**src/design/assert_macros.svh**
```systemverilog
// ----------------------------------------------------------------------------
// assertion helpers shared by the rtl
// ----------------------------------------------------------------------------
`ifndef ASSERT_MACROS_SVH
`define ASSERT_MACROS_SVH

// concurrent check on a clock, masked while reset is low
`define A_SYNC(lbl, clk, rst_n, prop) \
    lbl: assert property (@(posedge clk) disable iff (!rst_n) prop) \
        else $error("assertion failed");

// condition that must never be seen
`define A_NEVER(lbl, clk, rst_n, cond) `A_SYNC(lbl, clk, rst_n, !(cond))

`endif

```
**src/design/rtnf_pkg.sv**
```systemverilog
// ----------------------------------------------------------------------------
// rtnf_pkg
// types, constants and helpers for the ray / triangle nearest-farthest unit
// ----------------------------------------------------------------------------
package rtnf_pkg;

    localparam int DATA_W            = 32;
    localparam int IDX_OUT_W         = 12;
    localparam int EPS_W             = 17;
    localparam int ACC_W             = 64;
    localparam int MAC_STEPS         = 24;
    localparam int STEP_W            = 5;
    localparam int ADDR_W            = 5;
    localparam int MAX_TRIANGLES_DEF = 4096;
    localparam int FRAC_BITS_DEF     = 16;

    typedef logic [2:0] t_reg_idx;
    localparam t_reg_idx REG_ORG_X = 3'd0;
    localparam t_reg_idx REG_ORG_Y = 3'd1;
    localparam t_reg_idx REG_ORG_Z = 3'd2;
    localparam t_reg_idx REG_DIR_X = 3'd3;
    localparam t_reg_idx REG_DIR_Y = 3'd4;
    localparam t_reg_idx REG_DIR_Z = 3'd5;
    localparam t_reg_idx REG_EPS   = 3'd6;

    typedef enum logic [2:0] {
        V_DIR, V_E1, V_E2, V_TV, V_P, V_Q
    } t_vsel;

    typedef enum logic [2:0] {
        D_P, D_DET, D_Q, D_UN, D_VN, D_TN
    } t_dst;

    typedef struct packed {
        t_vsel      a_sel;
        logic [1:0] a_idx;
        t_vsel      b_sel;
        logic [1:0] b_idx;
        t_dst       dst;
        logic [1:0] comp;
        logic       first;
    } t_mac_op;

    typedef struct packed {
        logic signed [DATA_W-1:0] a_x;
        logic signed [DATA_W-1:0] a_y;
        logic signed [DATA_W-1:0] a_z;
        logic signed [DATA_W-1:0] b_x;
        logic signed [DATA_W-1:0] b_y;
        logic signed [DATA_W-1:0] b_z;
        logic signed [DATA_W-1:0] c_x;
        logic signed [DATA_W-1:0] c_y;
        logic signed [DATA_W-1:0] c_z;
        logic                     last_triangle;
    } t_tri;

    typedef struct packed {
        logic                     any_hit;
        logic [IDX_OUT_W-1:0]     near_index;
        logic signed [DATA_W-1:0] near_t;
        logic [IDX_OUT_W-1:0]     far_index;
        logic signed [DATA_W-1:0] far_t;
    } t_res;

    typedef struct packed {
        logic signed [DATA_W-1:0] org_x;
        logic signed [DATA_W-1:0] org_y;
        logic signed [DATA_W-1:0] org_z;
        logic signed [DATA_W-1:0] dir_x;
        logic signed [DATA_W-1:0] dir_y;
        logic signed [DATA_W-1:0] dir_z;
        logic [EPS_W-1:0]         eps;
    } t_cfg;

    typedef struct packed {
        logic              load;
        logic              mac_en;
        logic [STEP_W-1:0] step;
        logic              chk;
        logic              div_en;
        logic              upd;
    } t_cmd;

    typedef struct packed {
        logic last;
        logic hit_ok;
    } t_sts;

    function automatic logic signed [DATA_W-1:0] sat32(input logic signed [ACC_W-1:0] v);
        logic signed [ACC_W-1:0] hi;
        logic signed [ACC_W-1:0] lo;
        hi = 64'sh0000_0000_7FFF_FFFF;
        lo = -64'sh0000_0000_8000_0000;
        if (v > hi) begin
            return 32'sh7FFF_FFFF;
        end else if (v < lo) begin
            return 32'sh8000_0000;
        end
        return v[DATA_W-1:0];
    endfunction

    // small wrap into 0..2
    function automatic logic [1:0] wrap3(input logic [2:0] v);
        return (v >= 3'd3) ? 2'(v - 3'd3) : v[1:0];
    endfunction

    // operand schedule of the shared multiplier
    function automatic t_mac_op mac_op(input logic [STEP_W-1:0] step);
        t_mac_op           op;
        logic [STEP_W-1:0] j;
        logic [1:0]        c;
        logic              sec;
        logic              is_cross;
        op = '{a_sel: V_DIR, a_idx: 2'd0, b_sel: V_DIR, b_idx: 2'd0,
               dst: D_P, comp: 2'd0, first: 1'b0};
        is_cross = 1'b0;
        j = step;
        if (step < 5'd6) begin
            is_cross = 1'b1; op.a_sel = V_DIR; op.b_sel = V_E2; op.dst = D_P;
        end else if (step < 5'd9) begin
            j = step - 5'd6; op.a_sel = V_E1; op.b_sel = V_P; op.dst = D_DET;
        end else if (step < 5'd15) begin
            is_cross = 1'b1; j = step - 5'd9;
            op.a_sel = V_TV; op.b_sel = V_E1; op.dst = D_Q;
        end else if (step < 5'd18) begin
            j = step - 5'd15; op.a_sel = V_TV; op.b_sel = V_P; op.dst = D_UN;
        end else if (step < 5'd21) begin
            j = step - 5'd18; op.a_sel = V_DIR; op.b_sel = V_Q; op.dst = D_VN;
        end else begin
            j = step - 5'd21; op.a_sel = V_E2; op.b_sel = V_Q; op.dst = D_TN;
        end
        if (is_cross) begin
            c   = j[2:1];
            sec = j[0];
            op.a_idx = wrap3(3'(c) + 3'd1 + 3'(sec));
            op.b_idx = wrap3(3'(c) + 3'd2 - 3'(sec));
            op.comp  = c;
            op.first = !sec;
        end else begin
            op.a_idx = j[1:0];
            op.b_idx = j[1:0];
            op.comp  = j[1:0];
            op.first = (j[1:0] == 2'd0);
        end
        return op;
    endfunction

endpackage

```
**src/design/rtnf_ctrl.sv**
```systemverilog
// ----------------------------------------------------------------------------
// rtnf_ctrl
// sequencer: accept, multiply schedule, hit check, divide, track update
// ----------------------------------------------------------------------------
`include "assert_macros.svh"

module rtnf_ctrl #(
    parameter int FRAC_BITS = rtnf_pkg::FRAC_BITS_DEF
) (
    input  logic            i_clk,
    input  logic            i_rst_n,
    input  logic            i_in_valid,
    output logic            o_in_ready,
    output logic            o_out_valid,
    input  logic            i_out_ready,
    input  rtnf_pkg::t_sts  i_sts,
    output rtnf_pkg::t_cmd  o_cmd
);

    localparam int DIV_LEN = rtnf_pkg::ACC_W + FRAC_BITS;
    localparam int DIV_W   = $clog2(DIV_LEN);
    localparam logic [DIV_W-1:0] DIV_LAST = DIV_W'(DIV_LEN - 1);
    localparam logic [rtnf_pkg::STEP_W-1:0] STEP_END = rtnf_pkg::STEP_W'(rtnf_pkg::MAC_STEPS);

    typedef enum logic [4:0] {
        S_IDLE = 5'b00001,
        S_MAC  = 5'b00010,
        S_CHK  = 5'b00100,
        S_DIV  = 5'b01000,
        S_UPD  = 5'b10000
    } t_state;

    t_state                      r_state, n_state;
    logic [rtnf_pkg::STEP_W-1:0] r_step, n_step;
    logic [DIV_W-1:0]            r_div, n_div;
    logic                        r_out_valid, n_out_valid;
    logic                        w_go;

    assign o_in_ready  = (r_state == S_IDLE);
    assign o_out_valid = r_out_valid;
    // a result may only be written once the output register is free
    assign w_go = !(i_sts.last && r_out_valid && !i_out_ready);

    always_comb begin
        n_state     = r_state;
        n_step      = r_step;
        n_div       = r_div;
        n_out_valid = r_out_valid;
        o_cmd       = '0;
        if (r_out_valid && i_out_ready) begin
            n_out_valid = 1'b0;
        end
        unique case (r_state)
            S_IDLE: begin
                if (i_in_valid) begin
                    o_cmd.load = 1'b1;
                    n_step     = '0;
                    n_state    = S_MAC;
                end
            end
            S_MAC: begin
                o_cmd.step = r_step;
                if (r_step == STEP_END) begin
                    n_state = S_CHK;
                end else begin
                    o_cmd.mac_en = 1'b1;
                    n_step       = r_step + 1'b1;
                end
            end
            S_CHK: begin
                o_cmd.chk = 1'b1;
                n_div     = '0;
                n_state   = i_sts.hit_ok ? S_DIV : S_UPD;
            end
            S_DIV: begin
                o_cmd.div_en = 1'b1;
                n_div        = r_div + 1'b1;
                if (r_div == DIV_LAST) begin
                    n_state = S_UPD;
                end
            end
            S_UPD: begin
                if (w_go) begin
                    o_cmd.upd = 1'b1;
                    n_state   = S_IDLE;
                    if (i_sts.last) begin
                        n_out_valid = 1'b1;
                    end
                end
            end
            default: n_state = S_IDLE;
        endcase
    end

    always_ff @(posedge i_clk) begin
        if (!i_rst_n) begin
            r_state     <= S_IDLE;
            r_step      <= '0;
            r_div       <= '0;
            r_out_valid <= 1'b0;
        end else begin
            r_state     <= n_state;
            r_step      <= n_step;
            r_div       <= n_div;
            r_out_valid <= n_out_valid;
        end
    end

    `A_SYNC(a_accept_starts_mac, i_clk, i_rst_n, (i_in_valid && o_in_ready) |=> (r_state == S_MAC))
    `A_SYNC(a_div_ends, i_clk, i_rst_n, (r_state == S_DIV && r_div == DIV_LAST) |=> (r_state == S_UPD))
    `A_SYNC(a_last_gives_result, i_clk, i_rst_n, (o_cmd.upd && i_sts.last) |=> r_out_valid)

endmodule

```
**config.mk**
```make
export PLATFORM = sky130hd
export DESIGN_NAME = rtnf_ctrl
export DESIGN_NICKNAME = d
export VERILOG_FILES = /design/src/design/rtnf_pkg.sv /design/src/design/rtnf_ctrl.sv
export VERILOG_INCLUDE_DIRS = /design/src /design/src/design
export SDC_FILE = /design/constraint.sdc
export NUM_CORES = 1
export LEC_CHECK = 0
export BUFFER_PORTS_ARGS = -buffer_cell sky130_fd_sc_hd__buf_4
export CELL_PAD_IN_SITES_DETAIL_PLACEMENT = 1
export CELL_PAD_IN_SITES_GLOBAL_PLACEMENT = 2
export CORE_MARGIN = 2
export CORE_UTILIZATION = 37
export CTS_BUF_LIST = sky130_fd_sc_hd__clkbuf_8
export DETAILED_ROUTE_END_ITERATION = 12
export PLACE_DENSITY = 0.89
export SYNTH_ARGS = -nofsm -noshare
export SYNTH_HDL_FRONTEND = slang
export SYNTH_SLANG_ARGS = --single-unit
```
**constraint.sdc**
```tcl
create_clock -name i_clk -period 3.5 [get_ports i_clk]
set_clock_uncertainty 0.05 [all_clocks]
set_input_delay 0.175 -clock i_clk [delete_from_list [all_inputs] [get_ports i_clk]]
set_output_delay 0.175 -clock i_clk [all_outputs]
set_load 0.05 [all_outputs]
```
## Yosys cells after proc, flatten, opt, wreduce, memory -nomap -nowiden

Cells that the tools add are included.

| operators by class | value |
|---|---|
| reduce and logical (&&, ||, !) cells | 8 |
| $add $sub $neg | 2 |
| equality and inequality tests | 12 |
| muxes and demuxes | 22 |

Operators by type and width:

| cell | number |
|---|---|
| $mux W5 | 7 |
| $pmux W5 S5 | 1 |
| $pmux W7 S2 | 1 |
| $mux W1 | 11 |
| $eq A5 B5 Y1 const B | 2 |
| $ne A2 B2 Y1 const B | 5 |
| $pmux W5 S2 | 1 |
| $add A7 B1 Y7 const B | 1 |
| $eq A7 B7 Y1 const B | 1 |
| $mux W6 | 1 |
| $add A5 B1 Y5 const B | 1 |
| $eq A5 B1 Y1 const B | 1 |
| $eq A5 B2 Y1 const B | 1 |
| $eq A5 B3 Y1 const B | 1 |
| $eq A5 B4 Y1 const B | 1 |
| $reduce_and A4 Y1 | 1 |
| $reduce_bool A2 Y1 | 2 |
| $logic_and A1 B1 Y1 | 3 |
| $reduce_and A3 Y1 | 1 |
| $logic_not A1 Y1 | 1 |

| word-level totals | value |
|---|---|
| input port bits | 6 |
| register bits | 18 |
| output and inout bits | 12 |
| logic and storage cells | 48 |

## Longest topological paths before layout

| depth | value |
|---|---|
| depth in word-level cells | 5 |
| mapped depth | 5 |
| depth with buffers taken out | 5 |

## Least setup slack after synthesis

OpenSTA, ideal clock, no wires.

| path | value |
|---|---|
| path type | reg-to-output |
| from | reg r_state[2] |
| to | out o_cmd[0] (netlist bit) |
| required time | 3.275 ns |
| data arrival time | 2.218 ns |
| path slack | 1.057 ns |
| stages on the path, launching flop included | 3 |
| buffers on the path | 0 |
| cells stage by stage | dfxtp_1 nor3_1 nor4bb_1 |

RTL lines:

| item | RTL line | source |
|---|---|---|
| start: declaration | rtnf_ctrl.sv:33 | `t_state r_state, n_state;` |
| start signal: assignment | rtnf_ctrl.sv:102 | `r_state <= n_state;` |
| end: declaration | rtnf_ctrl.sv:17 | `output rtnf_pkg::t_cmd o_cmd` |

==> impl_metrics.toml <==
[power_and_ir_drop]
clock_power_share_pct = 39.0
total_power_per_unit_cell_area_nw_per_um2 = 372
vdd.ir_drop.worst_v = 0.000217
net-switching-power_uw = 113
power.sequential.fraction_pct = 47.8
leakagePower_uw = 0.000480
combPwrFrac_pct = 13.2
fin_total_pwr_uw = 444
internal_power_uw = 331
power.share.switching_pct = 25.4

[synthesis]
synth.top_cell.area_share_pct = 36.3
synth_most_common_cell = "sky130_fd_sc_hd__dfxtp_1"
synth_sequential_area_ratio_pct = 36.3
synth_area_leaders = "sky130_fd_sc_hd__dfxtp_1 36%, sky130_fd_sc_hd__and2_1 5.0%, sky130_fd_sc_hd__ha_1 3.8%, sky130_fd_sc_hd__a21oi_1 3.5%, sky130_fd_sc_hd__nand2_1 3.0%"
synth_cells = 110
average_instance_area_after_synthesis_um2 = 9.03
synth_top_cells_by_count = "18 x sky130_fd_sc_hd__dfxtp_1, 8 x sky130_fd_sc_hd__and2_1, 8 x sky130_fd_sc_hd__nand2_1"
postSynthNetCount = 119
syn_area_um2 = 993
number_of_register_bits_inferred_by_synthesis = 18
post-synth-top-area-cell = "sky130_fd_sc_hd__dfxtp_1"
postSynth.asyncResetShare_pct = 0
ys_warn_count = 0
synthFlopType = "sky130_fd_sc_hd__dfxtp_1"
netlist-cell-type-count = 43
number_of_enable_flip_flop_cells_after_synthesis = 0

[route]
drt_pre_antenna_iters = 4
avgViaCountPerCell = 5.73
vias = 905
detail_route.wl_per_cell_um = 14.8
drt_iter0_markers = 12
drt.antenna.violating_nets = 0
total_routed_length_um = 2330
post-route-drc-count = 0

[placement]
dpl.cell_count = 154
place_congestion = 0.709
dpl.hpwl_um = 1740
port_buffer_count = 17

[cells_and_area]
syn2layout_area_growth_pct = 20.2
share_of_final_layout_standard_cells_stronger_than_drive_strength_1_pct = 23.4
final.fill_count = 307
final_cells = 158
antenna-diode-count = 0
num-nets-final = 138

[global_route]
global_route.usage.total_pct = 16.2
grt_antenna_before_repair = 0
grt_pass1_vias = 896
global_route.overflow_total = 0
first_pass_grt_wire_length_um = 4080
grt_start_max_net_pins = 17

[timing]
slew_violations = 0
fin_setup_tns_ns = 0
timing_hold_violations_final = 0
timing.fmax_mhz = 448
worstMarginPinSlew_ns = 0.599
final.period_utilization_pct = 63.7
grt_setup_unrepaired = "no"
timing.slew.headroom_pct = 60.0
finalSetupViolations = 0
timing.final.crit_period_ns = 2.23

[clock_tree]
cts.path.max_buffers = 2
cts-hold-fix-buffers = 0
cts.clk_slew.worst_paths_ns = 0.07
post_cts_resized = 0
tritoncts_clock_tree = "built"
worstSkewPairLatency_ns = 0.25
clock_sink_count = 18
htree_num_levels = 1
cts_buf_count = 3
cts-root-buf = "sky130_fd_sc_hd__clkbuf_8"
postCtsSetupRepairBufs = 0

[die]
die_w_um = 55.8
start_util_pct = 39.7
floorplan.io_pins = 18
coreArea_um2 = 2500
design.die.area_um2 = 3120
placement_rows = 18
die_height_um = 55.8

[setup_path]
timing.critical_path.arrival_ns = 2.00
critPathLaunchType = "flip-flop"
setup.reg_to_reg.worst_slack_ns = 1.55
capturing_element_type_of_the_critical_path = "output pin"
critPathMaxFanout = 16
timing_worst_setup_path_type = "reg2out"
cp_required_ns = 3.27

[flow_run]
drv.max_cap_violation_count = 0

[status]
outcome = "finished, final reports clean"

[worst_hold_path]
hold_path_class = "in2reg"
area by class of cell:
class                   count  area, um^2  share of cell area [%]
well taps                  30        37.5                    3.14
multi-input cells          81         583                    48.8
flip-flops and latches     18         360                    30.2
repair buffers             17         128                    10.7
inverters                   8        30.0                    2.52
clock buffers               4        55.1                    4.61
registers in the layout, summed over array words and instances, names as in the netlist:
| signal | count |
|---|---|
| o_out_valid | 1 |
| r_state | 5 |
| r_step | 5 |
| r_div | 7 |
path summary, 6_finish.rpt:
check | from | depth (start not counted) | to
max reg2reg | r_state[4] | 4 | r_step[3]
min | i_sts[0] | 3 | r_state[3]
min reg2reg | o_out_valid | 2 | o_out_valid
max | r_state[4] | 4 | o_cmd[4]
stage by stage:
step / hold WS [ns] / setup WS [ns] / util (%) / instance area [um^2]
2_1_floorplan: 0.247 / 1.06 / - / 993
3_3_place_gp: 0.392 / 1.62 / 45.5 / 1140
3_5_place_dp: 0.400 / 1.57 / 45.5 / 1140
4_1_cts: 0.134 / 1.29 / 47.7 / 1190
5_1_grt: 0.142 / 1.15 / 47.7 / 1190
6_report: 0.139 / 1.27 / 47.7 / 1190
placed cells by master (no fill, tap or decap), drive strengths merged, types with 2 or more instances in the layout:
cell     n
mux2i    2
nand2    9
a41oi    3
dfxtp   18
a311oi   2
a22oi    2
a21o     2
nor3     2
buf     17
nand3    5
a41o     2
ha       3
nor2     7
nand4    2
a211oi   2
clkbuf   4
inv      7
a21oi    7
nand4b   3
and2     8
and3     2
kinds of logic after synthesis:
group / Yosys count / synth area share (%)
flops: 18 / 36.3
fa+ha+maj: 3 / 3.78
buf+inv: 11 / 5.04
simple gates: 49 / 31.2
compound gates: 26 / 20.5
mux: 3 / 3.15
worst max-delay path, cell delays in order (launching register included):
cell and delay [ns]:
sky130_fd_sc_hd__dfxtp_1 0.37, sky130_fd_sc_hd__or3_4 0.43, sky130_fd_sc_hd__nor3b_4 0.53, sky130_fd_sc_hd__and2_1 0.22, sky130_fd_sc_hd__buf_4 0.20
power groups by stage:
stage | Combinational (uW) | Clock (uW) | Sequential [uW]
2_1_floorplan | 44.0 | 0 | 216
3_3_place_gp | 57.8 | 0 | 216
3_5_place_dp | 58.9 | 0 | 217
4_1_cts | 58.9 | 175 | 212
5_1_grt | 63.2 | 186 | 213
6_report | 58.6 | 173 | 212
metal layers:
layer	GRT usage (%)	part of all wire, %	routed length [um]	vias up
met5	0	0	0	-
met4	7.14	1.4	32	0
met3	2.09	2.7	63	4
met2	26.5	46	1080	11
met1	21.3	50	1160	441
li1	-	-	-	449
No activity file was read; power rests on OpenSTA's default activity.
